[src/sv/spr_pkg.sv]
`timescale 1ns / 1ps
// ----------------------------------------------------------------------------
// spr_pkg
// Shared types and constants of the stop posture ramp sequencer.
// ----------------------------------------------------------------------------
package spr_pkg;

    localparam int NUM_JOINTS_DEF = 12;
    localparam int POS_WIDTH_DEF  = 16;

    localparam int JIDX_W  = 4;   // joint_index / target_joint field
    localparam int REQ_W   = 2;
    localparam int PHASE_W = 2;
    localparam int STEPS_W = 16;
    localparam int CFG_ADDR_W = 1;

    localparam logic [STEPS_W-1:0] STEPS_RESET = 16'd100;

    // Highest phase code that may appear on a result beat
    localparam logic [PHASE_W-1:0] OUT_PH_HOLD = 2'd2;

    typedef enum logic [REQ_W-1:0] {
        REQ_TICK    = 2'd0,
        REQ_CAPTURE = 2'd1,
        REQ_CANCEL  = 2'd2,
        REQ_LOAD    = 2'd3
    } req_e_t;

    typedef enum logic [PHASE_W-1:0] {
        PH_IDLE  = 2'd0,
        PH_STAND = 2'd1,
        PH_DOWN  = 2'd2,
        PH_HOLD  = 2'd3
    } stop_phase_t;

    typedef enum logic [CFG_ADDR_W-1:0] {
        REG_STEPS_STAND = 1'b0,
        REG_STEPS_DOWN  = 1'b1
    } cfg_reg_t;

    typedef enum logic [1:0] {
        TBL_START = 2'd0,
        TBL_STAND = 2'd1,
        TBL_DOWN  = 2'd2
    } pose_tbl_t;

    typedef struct packed {
        logic      en;
        pose_tbl_t tbl;
    } tbl_wr_t;

endpackage

[src/sv/spr_pose_table.sv]
`timescale 1ns / 1ps
// ----------------------------------------------------------------------------
// spr_pose_table
// Start, stand and down pose tables, one write port, read at the joint index.
// ----------------------------------------------------------------------------
module spr_pose_table #(
    parameter  int NUM_JOINTS = spr_pkg::NUM_JOINTS_DEF,
    parameter  int POS_WIDTH  = spr_pkg::POS_WIDTH_DEF,
    localparam int IDX_W      = (NUM_JOINTS > 1) ? $clog2(NUM_JOINTS) : 1
) (
    input  logic                 aclk,
    input  spr_pkg::tbl_wr_t     wr,
    input  logic [IDX_W-1:0]     wr_idx,
    input  logic [POS_WIDTH-1:0] wr_data,
    input  logic [IDX_W-1:0]     rd_idx,
    output logic [POS_WIDTH-1:0] start_q,
    output logic [POS_WIDTH-1:0] stand_q,
    output logic [POS_WIDTH-1:0] down_q
);
    import spr_pkg::*;

    logic [POS_WIDTH-1:0] start_mem [NUM_JOINTS];
    logic [POS_WIDTH-1:0] stand_mem [NUM_JOINTS];
    logic [POS_WIDTH-1:0] down_mem  [NUM_JOINTS];

    always_ff @(posedge aclk) begin
        if (wr.en) begin
            unique case (wr.tbl)
                TBL_START: start_mem[wr_idx] <= wr_data;
                TBL_STAND: stand_mem[wr_idx] <= wr_data;
                TBL_DOWN:  down_mem[wr_idx]  <= wr_data;
                default: ;
            endcase
        end
    end

    assign start_q = start_mem[rd_idx];
    assign stand_q = stand_mem[rd_idx];
    assign down_q  = down_mem[rd_idx];

endmodule

[src/sv/spr_divider.sv]
`timescale 1ns / 1ps
// ----------------------------------------------------------------------------
// spr_divider
// Restoring unsigned divider, one quotient bit per cycle. The caller
// guarantees the quotient fits in Q_W bits.
// ----------------------------------------------------------------------------
module spr_divider #(
    parameter  int Q_W   = spr_pkg::POS_WIDTH_DEF,
    parameter  int DVS_W = spr_pkg::STEPS_W,
    localparam int DVD_W = Q_W + DVS_W,
    localparam int CNT_W = $clog2(Q_W + 1)
) (
    input  logic             aclk,
    input  logic             aresetn,
    input  logic             start,
    input  logic [DVD_W-1:0] dividend,
    input  logic [DVS_W-1:0] divisor,
    output logic             done,
    output logic [Q_W-1:0]   quotient
);
    import spr_pkg::*;

    logic [DVS_W-1:0] rem_reg, rem_next;
    logic [Q_W-1:0]   q_reg, q_next;
    logic [DVS_W-1:0] dvs_reg, dvs_next;
    logic [CNT_W-1:0] cnt_reg, cnt_next;
    logic             busy_reg, busy_next;
    logic             done_reg, done_next;

    logic [DVS_W:0] trial;
    logic [DVS_W:0] trial_sub;
    logic           fits;

    // Shift the next dividend bit into the partial remainder
    assign trial     = {rem_reg, q_reg[Q_W-1]};
    assign trial_sub = trial - {1'b0, dvs_reg};
    assign fits      = trial >= {1'b0, dvs_reg};

    always_comb begin
        rem_next  = rem_reg;
        q_next    = q_reg;
        dvs_next  = dvs_reg;
        cnt_next  = cnt_reg;
        busy_next = busy_reg;
        done_next = 1'b0;
        if (start) begin
            rem_next  = dividend[DVD_W-1:Q_W];
            q_next    = dividend[Q_W-1:0];
            dvs_next  = divisor;
            cnt_next  = '0;
            busy_next = 1'b1;
        end else if (busy_reg) begin
            rem_next = fits ? trial_sub[DVS_W-1:0] : trial[DVS_W-1:0];
            q_next   = {q_reg[Q_W-2:0], fits};
            cnt_next = cnt_reg + CNT_W'(1);
            if (cnt_reg == CNT_W'(Q_W - 1)) begin
                busy_next = 1'b0;
                done_next = 1'b1;
            end
        end
    end

    always_ff @(posedge aclk) begin
        if (!aresetn) begin
            cnt_reg  <= '0;
            busy_reg <= 1'b0;
            done_reg <= 1'b0;
        end else begin
            cnt_reg  <= cnt_next;
            busy_reg <= busy_next;
            done_reg <= done_next;
        end
    end

    always_ff @(posedge aclk) begin
        rem_reg <= rem_next;
        q_reg   <= q_next;
        dvs_reg <= dvs_next;
    end

    assign done     = done_reg;
    assign quotient = q_reg;

endmodule

[src/sv/stop_posture_ramp_sequencer.sv]
`timescale 1ns / 1ps
// ----------------------------------------------------------------------------
// stop_posture_ramp_sequencer
// Controlled-stop posture generator: ramps every joint from a captured pose
// to the stand pose, then to the down pose, and holds there.
// ----------------------------------------------------------------------------
// Input beats on s_axis carry a request in tuser: tick, capture, cancel or
// load. Capture, cancel and load beats keep s_axis_tready high and give no result.
// A tick outside idle gives NUM_JOINTS result beats on m_axis, joint 0
// first, tlast on the final joint; tuser carries the phase used.
// Each joint goes through fetch, one multiply, a shared bit-serial divider
// and an output load, one joint after the other; s_axis_tready stays low
// until the tick's last joint is loaded. A tick in idle gives no result.
// A result waits in the output register while the receiver stalls; the next
// joint is computed behind it and then holds until the register drains.
// Reset puts the sequence in idle, clears the step count and sets both step
// registers to 100. The pose tables are not cleared; entries are valid once
// loaded or captured. The step registers are written through cfg_*; the
// user writes them only while the block is idle; the block does not enforce it.
// ----------------------------------------------------------------------------
module stop_posture_ramp_sequencer #(
    parameter  int NUM_JOINTS = spr_pkg::NUM_JOINTS_DEF,
    parameter  int POS_WIDTH  = spr_pkg::POS_WIDTH_DEF,
    localparam int DATA_W     = ((spr_pkg::JIDX_W + POS_WIDTH + 7) / 8) * 8
) (
    input  logic                           aclk,
    input  logic                           aresetn,
    // configuration
    input  logic                           cfg_wr_en,
    input  logic [spr_pkg::CFG_ADDR_W-1:0] cfg_addr,
    input  logic [spr_pkg::STEPS_W-1:0]    cfg_wr_data,
    // request channel
    input  logic                           s_axis_tvalid,
    output logic                           s_axis_tready,
    input  logic [DATA_W-1:0]              s_axis_tdata,  // joint_index, position
    input  logic [2:0]                     s_axis_tuser,  // req_type, pose_select
    input  logic                           s_axis_tlast,  // capture_last
    // target channel
    output logic                           m_axis_tvalid,
    input  logic                           m_axis_tready,
    output logic [DATA_W-1:0]              m_axis_tdata,  // target_joint, target_position
    output logic [spr_pkg::PHASE_W-1:0]    m_axis_tuser,  // phase
    output logic                           m_axis_tlast   // last_joint
);
    import spr_pkg::*;

    localparam int IDX_W = (NUM_JOINTS > 1) ? $clog2(NUM_JOINTS) : 1;

    typedef enum logic [4:0] {
        ST_IDLE  = 5'b00001,
        ST_FETCH = 5'b00010,
        ST_MUL   = 5'b00100,
        ST_DIV   = 5'b01000,
        ST_EMIT  = 5'b10000
    } seq_state_t;

    seq_state_t           state_reg, state_next;
    stop_phase_t          phase_reg, phase_next;
    logic [STEPS_W-1:0]   count_reg, count_next;
    logic [STEPS_W-1:0]   stand_steps_reg, stand_steps_next;
    logic [STEPS_W-1:0]   down_steps_reg, down_steps_next;
    logic [STEPS_W-1:0]   steps_reg, steps_next;
    logic [STEPS_W-1:0]   n_reg, n_next;
    logic [IDX_W-1:0]     joint_reg, joint_next;
    logic [POS_WIDTH-1:0] a_reg, a_next;
    logic [POS_WIDTH-1:0] mag_reg, mag_next;
    logic                 neg_reg, neg_next;

    logic                 m_valid_reg, m_valid_next;
    logic [JIDX_W-1:0]    m_joint_reg, m_joint_next;
    logic [POS_WIDTH-1:0] m_pos_reg, m_pos_next;
    logic [PHASE_W-1:0]   m_phase_reg, m_phase_next;
    logic                 m_last_reg, m_last_next;

    // input beat fields
    req_e_t               s_req;
    logic                 s_sel;
    logic [JIDX_W-1:0]    s_joint;
    logic [POS_WIDTH-1:0] s_pos;
    logic                 in_beat;
    logic                 joint_ok;

    tbl_wr_t              tbl_wr;
    logic [POS_WIDTH-1:0] start_q, stand_q, down_q;

    logic [STEPS_W-1:0]   steps_sel, steps_eff, n_calc, count_inc;
    logic [STEPS_W:0]     count_ext;
    logic [POS_WIDTH-1:0] a_pick, b_pick;
    logic [POS_WIDTH:0]   diff, diff_abs, result;
    logic                 last_joint;

    logic                 div_start, div_done;
    logic [POS_WIDTH-1:0] div_q;

    assign s_req    = req_e_t'(s_axis_tuser[REQ_W-1:0]);
    assign s_sel    = s_axis_tuser[REQ_W];
    assign s_joint  = s_axis_tdata[JIDX_W-1:0];
    assign s_pos    = s_axis_tdata[JIDX_W+POS_WIDTH-1:JIDX_W];
    assign in_beat  = s_axis_tvalid && s_axis_tready;
    assign joint_ok = int'(s_joint) < NUM_JOINTS;

    assign s_axis_tready = (state_reg == ST_IDLE);

    // Table writes: captures only while idle, out-of-range joints dropped
    always_comb begin
        tbl_wr.en  = in_beat && joint_ok &&
                     ((s_req == REQ_CAPTURE && phase_reg == PH_IDLE) || s_req == REQ_LOAD);
        tbl_wr.tbl = (s_req == REQ_CAPTURE) ? TBL_START : (s_sel ? TBL_DOWN : TBL_STAND);
    end

    spr_pose_table #(
        .NUM_JOINTS (NUM_JOINTS),
        .POS_WIDTH  (POS_WIDTH)
    ) u_pose_table (
        .aclk    (aclk),
        .wr      (tbl_wr),
        .wr_idx  (IDX_W'(s_joint)),
        .wr_data (s_pos),
        .rd_idx  (joint_reg),
        .start_q (start_q),
        .stand_q (stand_q),
        .down_q  (down_q)
    );

    spr_divider #(
        .Q_W   (POS_WIDTH),
        .DVS_W (STEPS_W)
    ) u_divider (
        .aclk     (aclk),
        .aresetn  (aresetn),
        .start    (div_start),
        .dividend ((POS_WIDTH + STEPS_W)'(mag_reg * n_reg)),
        .divisor  (steps_reg),
        .done     (div_done),
        .quotient (div_q)
    );

    // Ramp length and clamped step for the current phase; zero acts as one
    assign steps_sel = (phase_reg == PH_STAND) ? stand_steps_reg : down_steps_reg;
    assign steps_eff = (steps_sel == '0) ? STEPS_W'(1) : steps_sel;
    assign count_ext = {1'b0, count_reg} + (STEPS_W + 1)'(1);
    assign n_calc    = (count_ext > {1'b0, steps_eff}) ? steps_eff : count_ext[STEPS_W-1:0];
    assign count_inc = count_reg + STEPS_W'(1);

    always_comb begin
        unique case (phase_reg)
            PH_STAND: begin
                a_pick = start_q;
                b_pick = stand_q;
            end
            PH_DOWN: begin
                a_pick = stand_q;
                b_pick = down_q;
            end
            default: begin
                a_pick = down_q;
                b_pick = down_q;
            end
        endcase
    end

    assign diff     = {b_pick[POS_WIDTH-1], b_pick} - {a_pick[POS_WIDTH-1], a_pick};
    assign diff_abs = diff[POS_WIDTH] ? (~diff + (POS_WIDTH + 1)'(1)) : diff;
    assign result   = neg_reg ? ({a_reg[POS_WIDTH-1], a_reg} - {1'b0, div_q})
                              : ({a_reg[POS_WIDTH-1], a_reg} + {1'b0, div_q});
    assign last_joint = (joint_reg == IDX_W'(NUM_JOINTS - 1));

    always_comb begin
        state_next       = state_reg;
        phase_next       = phase_reg;
        count_next       = count_reg;
        stand_steps_next = stand_steps_reg;
        down_steps_next  = down_steps_reg;
        steps_next       = steps_reg;
        n_next           = n_reg;
        joint_next       = joint_reg;
        a_next           = a_reg;
        mag_next         = mag_reg;
        neg_next         = neg_reg;
        m_joint_next     = m_joint_reg;
        m_pos_next       = m_pos_reg;
        m_phase_next     = m_phase_reg;
        m_last_next      = m_last_reg;
        m_valid_next     = m_valid_reg && !m_axis_tready;
        div_start        = 1'b0;

        if (cfg_wr_en) begin
            unique case (cfg_reg_t'(cfg_addr))
                REG_STEPS_STAND: stand_steps_next = cfg_wr_data;
                REG_STEPS_DOWN:  down_steps_next  = cfg_wr_data;
                default: ;
            endcase
        end

        unique case (state_reg)
            ST_IDLE: begin
                if (in_beat) begin
                    unique case (s_req)
                        REQ_TICK: begin
                            if (phase_reg != PH_IDLE) begin
                                steps_next = steps_eff;
                                n_next     = n_calc;
                                joint_next = '0;
                                state_next = ST_FETCH;
                            end
                        end
                        REQ_CAPTURE: begin
                            if (phase_reg == PH_IDLE && s_axis_tlast) begin
                                phase_next = PH_STAND;
                                count_next = '0;
                            end
                        end
                        REQ_CANCEL: begin
                            phase_next = PH_IDLE;
                            count_next = '0;
                        end
                        REQ_LOAD: ;
                        default: ;
                    endcase
                end
            end
            ST_FETCH: begin
                a_next     = a_pick;
                neg_next   = diff[POS_WIDTH];
                mag_next   = diff_abs[POS_WIDTH-1:0];
                state_next = ST_MUL;
            end
            ST_MUL: begin
                div_start  = 1'b1;
                state_next = ST_DIV;
            end
            ST_DIV: begin
                if (div_done) begin
                    state_next = ST_EMIT;
                end
            end
            ST_EMIT: begin
                // hold until the output register is free
                if (!m_valid_reg || m_axis_tready) begin
                    m_valid_next = 1'b1;
                    m_joint_next = JIDX_W'(joint_reg);
                    m_pos_next   = result[POS_WIDTH-1:0];
                    m_phase_next = PHASE_W'(phase_reg) - PHASE_W'(1);
                    m_last_next  = last_joint;
                    if (last_joint) begin
                        state_next = ST_IDLE;
                        if (phase_reg != PH_HOLD) begin
                            if (count_inc >= steps_reg || count_inc == '0) begin
                                phase_next = (phase_reg == PH_STAND) ? PH_DOWN : PH_HOLD;
                                count_next = '0;
                            end else begin
                                count_next = count_inc;
                            end
                        end
                    end else begin
                        joint_next = joint_reg + IDX_W'(1);
                        state_next = ST_FETCH;
                    end
                end
            end
            default: state_next = ST_IDLE;
        endcase
    end

    always_ff @(posedge aclk) begin
        if (!aresetn) begin
            state_reg       <= ST_IDLE;
            phase_reg       <= PH_IDLE;
            count_reg       <= '0;
            stand_steps_reg <= STEPS_RESET;
            down_steps_reg  <= STEPS_RESET;
            joint_reg       <= '0;
            m_valid_reg     <= 1'b0;
        end else begin
            state_reg       <= state_next;
            phase_reg       <= phase_next;
            count_reg       <= count_next;
            stand_steps_reg <= stand_steps_next;
            down_steps_reg  <= down_steps_next;
            joint_reg       <= joint_next;
            m_valid_reg     <= m_valid_next;
        end
    end

    always_ff @(posedge aclk) begin
        steps_reg   <= steps_next;
        n_reg       <= n_next;
        a_reg       <= a_next;
        mag_reg     <= mag_next;
        neg_reg     <= neg_next;
        m_joint_reg <= m_joint_next;
        m_pos_reg   <= m_pos_next;
        m_phase_reg <= m_phase_next;
        m_last_reg  <= m_last_next;
    end

    assign m_axis_tvalid = m_valid_reg;
    assign m_axis_tdata  = DATA_W'({m_pos_reg, m_joint_reg});
    assign m_axis_tuser  = m_phase_reg;
    assign m_axis_tlast  = m_last_reg;

endmodule

[config.mk]
export PLATFORM = sky130hd
export DESIGN_NAME = stop_posture_ramp_sequencer
export DESIGN_NICKNAME = d
export VERILOG_FILES = /design/src/sv/spr_pkg.sv /design/src/sv/spr_pose_table.sv /design/src/sv/spr_divider.sv /design/src/sv/stop_posture_ramp_sequencer.sv
export SDC_FILE = /design/constraint.sdc
export NUM_CORES = 2
export LEC_CHECK = 0
export BUFFER_PORTS_ARGS = -buffer_cell sky130_fd_sc_hd__buf_2
export CORE_AREA = 2 2 398 439
export CTS_CLUSTER_DIAMETER = 40
export CTS_CLUSTER_SIZE = 40
export DETAILED_ROUTE_END_ITERATION = 12
export DIE_AREA = 0 0 400 441
export PLACE_DENSITY_LB_ADDON = 0.2
export REMOVE_ABC_BUFFERS = 1
export SYNTH_ARGS = -nofsm -noshare
export SYNTH_HDL_FRONTEND = slang
export SYNTH_SLANG_ARGS = --single-unit
[constraint.sdc]
create_clock -name aclk -period 7.8 [get_ports aclk]
set_input_delay 1.17 -clock aclk [delete_from_list [all_inputs] [get_ports aclk]]
set_output_delay 1.17 -clock aclk [all_outputs]
set_load 0.01 [all_outputs]
Yosys cells after proc, flatten, opt, wreduce, memory -nomap -nowiden

Memories as Yosys holds them, arrays and structs flattened. A register that Yosys moved wholly into a read port is not among the register bits.
Cells that the tools add are included.
W data, S select, Z words.

ROM bits: 0
Register bits after elaboration: 203
Memories kept: 3
Bits in writable memories: 576
Latch bits: 0

Memories:

| memory                 | depth | bits a word | read ports | clocked after memory_dff | wr ports | line                 | RTL |
|---|---|---|---|---|---|---|---|
| u_pose_table.down_mem  | 12    | 16          | 1          | 1                        | 1        | spr_pose_table.sv:24 | `logic [POS_WIDTH-1:0] down_mem [NUM_JOINTS];` |
| u_pose_table.stand_mem | 12    | 16          | 1          | 1                        | 1        | spr_pose_table.sv:23 | `logic [POS_WIDTH-1:0] stand_mem [NUM_JOINTS];` |
| u_pose_table.start_mem | 12    | 16          | 1          | 1                        | 1        | spr_pose_table.sv:22 | `logic [POS_WIDTH-1:0] start_mem [NUM_JOINTS];` |

Multiply operators: 1
Div/mod/pow operators: 0
Mux-type cells: 66
Add/sub/neg operators: 10
Eq/ne operators: 26
$lt $le $gt $ge: 4
Reduce and logical (&&, ||, !) cells: 29
Shift-type cells: 0
Bitwise logic cells: 4

Operators with widths:

| kind                    | number |
|---|---|
| $mux W16                | 17 |
| $pmux W16 S2            | 3 |
| $mux W4                 | 11 |
| $add A16 B1 Y16 const B | 2 |
| $logic_not A16 Y1       | 2 |
| $mul A16 B16 Y32        | 1 |
| $sub A16 B16 Y16        | 2 |
| $mux W5                 | 5 |
| $pmux W5 S5             | 1 |
| $mux W2                 | 9 |
| $add A16 B1 Y17 const B | 1 |
| $ge A17 B16 Y1          | 1 |
| $gt A17 B16 Y1          | 1 |
| $mux W1                 | 17 |
| $sub A16 B16 Y17        | 1 |
| $add A16 B16 Y16        | 1 |
| $ge A16 B16 Y1          | 1 |
| $not A16 Y16            | 1 |
| $ne A2 B2 Y1 const B    | 6 |
| $eq A5 B4 Y1 const B    | 2 |
| $eq A2 B2 Y1 const B    | 4 |
| $ne A2 B1 Y1 const B    | 4 |
| $pmux W2 S2             | 2 |
| $pmux W4 S2             | 1 |
| 26 further kinds        | 44 |

Logic depth before layout (Yosys ltp)

Depth after elaboration: 8
Depth in mapped cells: 24

Cells and area by module

Synthesis repeated with hierarchy kept, for this count alone.

Cell total of the unflattened synthesis: 3,232
Area total of the unflattened synthesis: 42,949.9 um^2

By module, submodules not included:

| module                      | sequential area each (um^2) | instances | area each (um^2) | cells an instance |
|---|---|---|---|---|
| spr_pose_table              | 17,296.6                    | 1         | 21,759.6         | 980 |
| stop_posture_ramp_sequencer | 3,843.7                     | 1         | 18,084.8         | 1,984 |
| spr_divider                 | 1,581.5                     | 1         | 3,105.5          | 268 |

Worst setup path before layout

Ideal clock, no wire load.

Path kind: register to register
Start point: register n_reg[6]
End point: register u_divider.rem_reg[12] (data pin)
Period minus slack after synthesis: 6.003 ns
Buffers on the path: 1
Stages on the path, launching flop included: 23
Slack: 1.797 ns
Setup time: 0.167 ns
Data required time: 7.633 ns
Data arrival time: 5.836 ns
Path through: edfxtp_1 > clkbuf_1 > and2_1 > fa_1 > inv_1 > fa_1 > inv_1 > fa_1 > fa_1 > fa_1 > inv_1 > fa_1 > inv_1 > ha_1 > a21o_1 > a21o_1 > a21oi_1 > o22ai_1 > a211oi_1 > o21bai_1 > and2_1 > o2111a_1 > a211oi_1

Cells in the longest elaborated chain, start to end: 2

RTL lines:

| element                    | line                               | RTL |
|---|---|---|
| start, declared            | stop_posture_ramp_sequencer.sv:63  | `logic [STEPS_W-1:0] n_reg, n_next;` |
| start signal, assigned     | stop_posture_ramp_sequencer.sv:287 | `n_reg <= n_next;` |
| $mul A16 B16 Y32           | stop_posture_ramp_sequencer.sv:132 | `.dividend ((POS_WIDTH + STEPS_W)'(mag_reg * n_reg)),` |
| $mux W16                   | spr_divider.sv:46                  | `if (start) begin` |
| via u_divider.rem_next[12] | spr_divider.sv:23                  | `logic [DVS_W-1:0] rem_reg, rem_next;` |
| end signal, assigned       | spr_divider.sv:76                  | `rem_reg <= rem_next;` |
| end, declared              | spr_divider.sv:23                  |  |

The timed path passes the listed nets, and every way through them passes these cells.
A chain may end at the register's enable or synchronous reset.

Final worst setup path

Start point: register n_reg[1]
End point: register u_divider.rem_reg[15] (data pin)

Same word-level chain as after synthesis.

==> summary.txt <==
Hold slack - 417 ps
CTS tree - yes
Finished Layout Cells - 5740
Final min period - 6920 ps
Number of global-route vias before repair - 26.5k
Synth cell types - 85
Layout area overhead - 16.1%
Final Wtd Congestion - 0.778
Slew @ Worst Pin - 1080 ps
Routed vias - 25.3k
Drt total wl - 116 mm
Slew headroom - 0.277
Fmax - 144 MHz
Worst-Skew Late Latency - 710 ps
Number of fill cells in the layout - 17.5k
Share of layout cells above drive strength 1 - 0.149
Number of synthesized flops with an enable pin - 712
Top flop regs - u_pose_table.down_mem: 192 flops, u_pose_table.stand_mem: 192 flops, u_pose_table.start_mem: 192 flops
Mapped cell area - 42700 um^2
Largest net degree at the start of global routing - 69
Critical path arrival - 7360 ps
Max-cap violations - 0
PnR worst setup slack - 875 ps
Post-route ant nets - 0
Worst min path class - reg -> reg
Layout net count - 3823
# setup viols final - 0
Worst path required time - 8240 ps
Pwr Density - 267 nW/um^2
Final Cell Area - 49600 um^2
Seq cells post-synth - 783
Ys Warns - 0
Die Y - 441 um
Setup TNS - 0 ps
Die Outline Area - 176000 um^2
Clock tree root buffer cell - clkbuf_16
Routed vias/inst - 4.40
CTS Buf Count - 105
Crit path capture type - flip-flop
Wire length per cell - 20.1 um
IO Pins - 79
Final Hold Viols - 0
CTS clock-pin slew for the worst setup and hold paths - 60 ps
Post-Synthesis Cells - 3257
Post-CTS setup buffer count - 0
Skew final - 42.6 ps
DRC viols - 0
First-pass DRT Iterations - 5
Core area - 172000 um^2
Peak VDD IR - 273 uV
RSZ-0062 raised after global routing - no
CP max FO - 16
Cells after DPL - 5544
Ys async rst share - 0
Total GRT Usage - 0.132
Final worst path period share - 0.888
Num rows - 160
ANT cells - 0
Initial DRC count - 1571
Run status - finished, final reports clean
First-pass GRT wire length - 172 mm
H-tree Lvls - 3
Initial antenna violation count - 11
Pleak - 18.2 nW
Cell Area, Placed - 46100 um^2
Worst R2R Path Depth - 19
Pre-CTS setup slack - 890 ps
Sequential area share after synthesis - 0.534
Setup CP Type - reg -> reg
Hold path depth - 0
Sink Count - 783
Gr ovfl total - 0
# port buffers - 70
DP HPWL - 79.7 mm
Syn Area/Cell - 13.1 um^2
Starting Density - 0.248
Slew Viols, Final - 0
Post-CTS sizing - 0
Max Root-Sink Buffers - 3
Hold buffers post-CTS - 0
Startpoint types - flip-flop
Die width - 400 um
Post-synth top flop - edfxtp_1
-- worst max-delay path, cell delays in order (launching register included) --
cell       delay (ps)
edfxtp_1          940
nand2_1           190
fa_1              540
fa_1              530
fa_1              520
inv_1              40
ha_1              290
fa_1              510
inv_1              60
fa_1              490
inv_1              50
ha_1              370
a2111o_1          460
o2111ai_1         270
nand2_1           230
a31oi_1           390
o211ai_1          220
a41oi_1           270
xnor2_1           170
mux2i_1            90
-- final timing paths --
kind / start / end / slack, ps
setup / recovery: n_reg[1] / u_divider.rem_reg[15] / 880
hold / removal: steps_reg[9] / u_divider.dvs_reg[9] / 420
setup reg to reg: n_reg[1] / u_divider.rem_reg[15] / 880
hold reg to reg: steps_reg[9] / u_divider.dvs_reg[9] / 420
-- layer usage --
layer  vias up  routed length, um  global-route usage
met3       123               4750              0.0217
met4        10               2400              0.0363
met5         -                 61                   0
met1     12900              52900               0.176
met2       424              55500               0.220
li1      11900                  -                   -
-- metrics by stage --
stage | utilization | power [mW]
3_3_place_gp | 0.268 | 8.63
5_1_grt | 0.288 | 14.1
6_report | 0.288 | 13.3
3_5_place_dp | 0.268 | 8.60
2_1_floorplan | - | 7.44
4_1_cts | 0.288 | 13.5
-- where the power goes --
group,leakage [nW],switching (mW),internal [mW]
sequential,7.00,0.0619,4.66
clock,1.72,1.98,2.85
combinational,9.46,2.26,1.46
total,18.2,4.30,8.97
-- cell type report --
| class | count | area (um^2) | area share |
|---|---|---|---|
| flip-flops and latches | 783 | 22800 | 0.460 |
| multi-input cells | 2009 | 18200 | 0.366 |
| well taps | 2268 | 2840 | 0.0572 |
| clock buffers | 122 | 2790 | 0.0561 |
| inverters | 340 | 1280 | 0.0257 |
| repair buffers | 144 | 968 | 0.0195 |
| clock inverters | 74 | 782 | 0.0158 |
-- synthesized netlist by cell type (5+ instances only) --
library cell | number | area [um^2]
and3_1 | 17 | 106
buf_4 | 5 | 37.5
nand2b_1 | 14 | 87.6
o21bai_1 | 5 | 37.5
fa_1 | 197 | 3940
clkbuf_1 | 86 | 323
buf_1 | 10 | 37.5
nand3_1 | 36 | 180
buf_2 | 25 | 125
mux4_2 | 144 | 3240
nor2b_1 | 16 | 100
dfxtp_1 | 71 | 1420
o21a_1 | 10 | 75.1
and4_1 | 7 | 61.3
and2_1 | 118 | 738
ha_1 | 193 | 2410
inv_1 | 336 | 1260
nor4_1 | 6 | 37.5
a21oi_1 | 118 | 591
o211ai_1 | 12 | 90.1
nor2_1 | 176 | 661
nand4_1 | 18 | 113
a21boi_0 | 21 | 158
mux2i_1 | 91 | 911
edfxtp_1 | 712 | 21400
o21ai_0 | 118 | 591
o31ai_1 | 14 | 105
or3_1 | 10 | 62.6
xnor2_1 | 80 | 701
xor2_1 | 32 | 280
nand2_1 | 373 | 1400
a31oi_1 | 9 | 56.3
nor3_1 | 31 | 155
a21o_1 | 30 | 225
mux2_2 | 11 | 124
a211oi_1 | 16 | 120
nand3b_1 | 6 | 45.0
-- cell usage in the layout, fill, tap and decap left out, types with 108 or more instances in the layout --
cell,synthesis,layout
a21oi_1,118,118
and2_1,118,118
clkbuf_16,0,108
edfxtp_1,712,712
fa_1,197,197
ha_1,193,192
inv_1,336,336
mux4_2,144,144
nand2_1,373,373
nor2_1,176,167
o21ai_0,118,118
-- cells by family (layout without fill, tap and decap cells) --
kind of cell | Yosys count | after routing | synth area share
DFF | 783 | 783 | 0.534
adders and majority gates | 390 | 390 | 0.149
muxes | 247 | 247 | 0.100
buffers and inverters | 468 | 680 | 0.0427
AOI/OAI and AO/OA | 401 | 401 | 0.0580
and+or+nand+nor | 855 | 855 | 0.0933
xor gates and xnor gates | 112 | 112 | 0.0230
other | 1 | 4 | 0.0000878
Power figures use the tool's default switching activity.
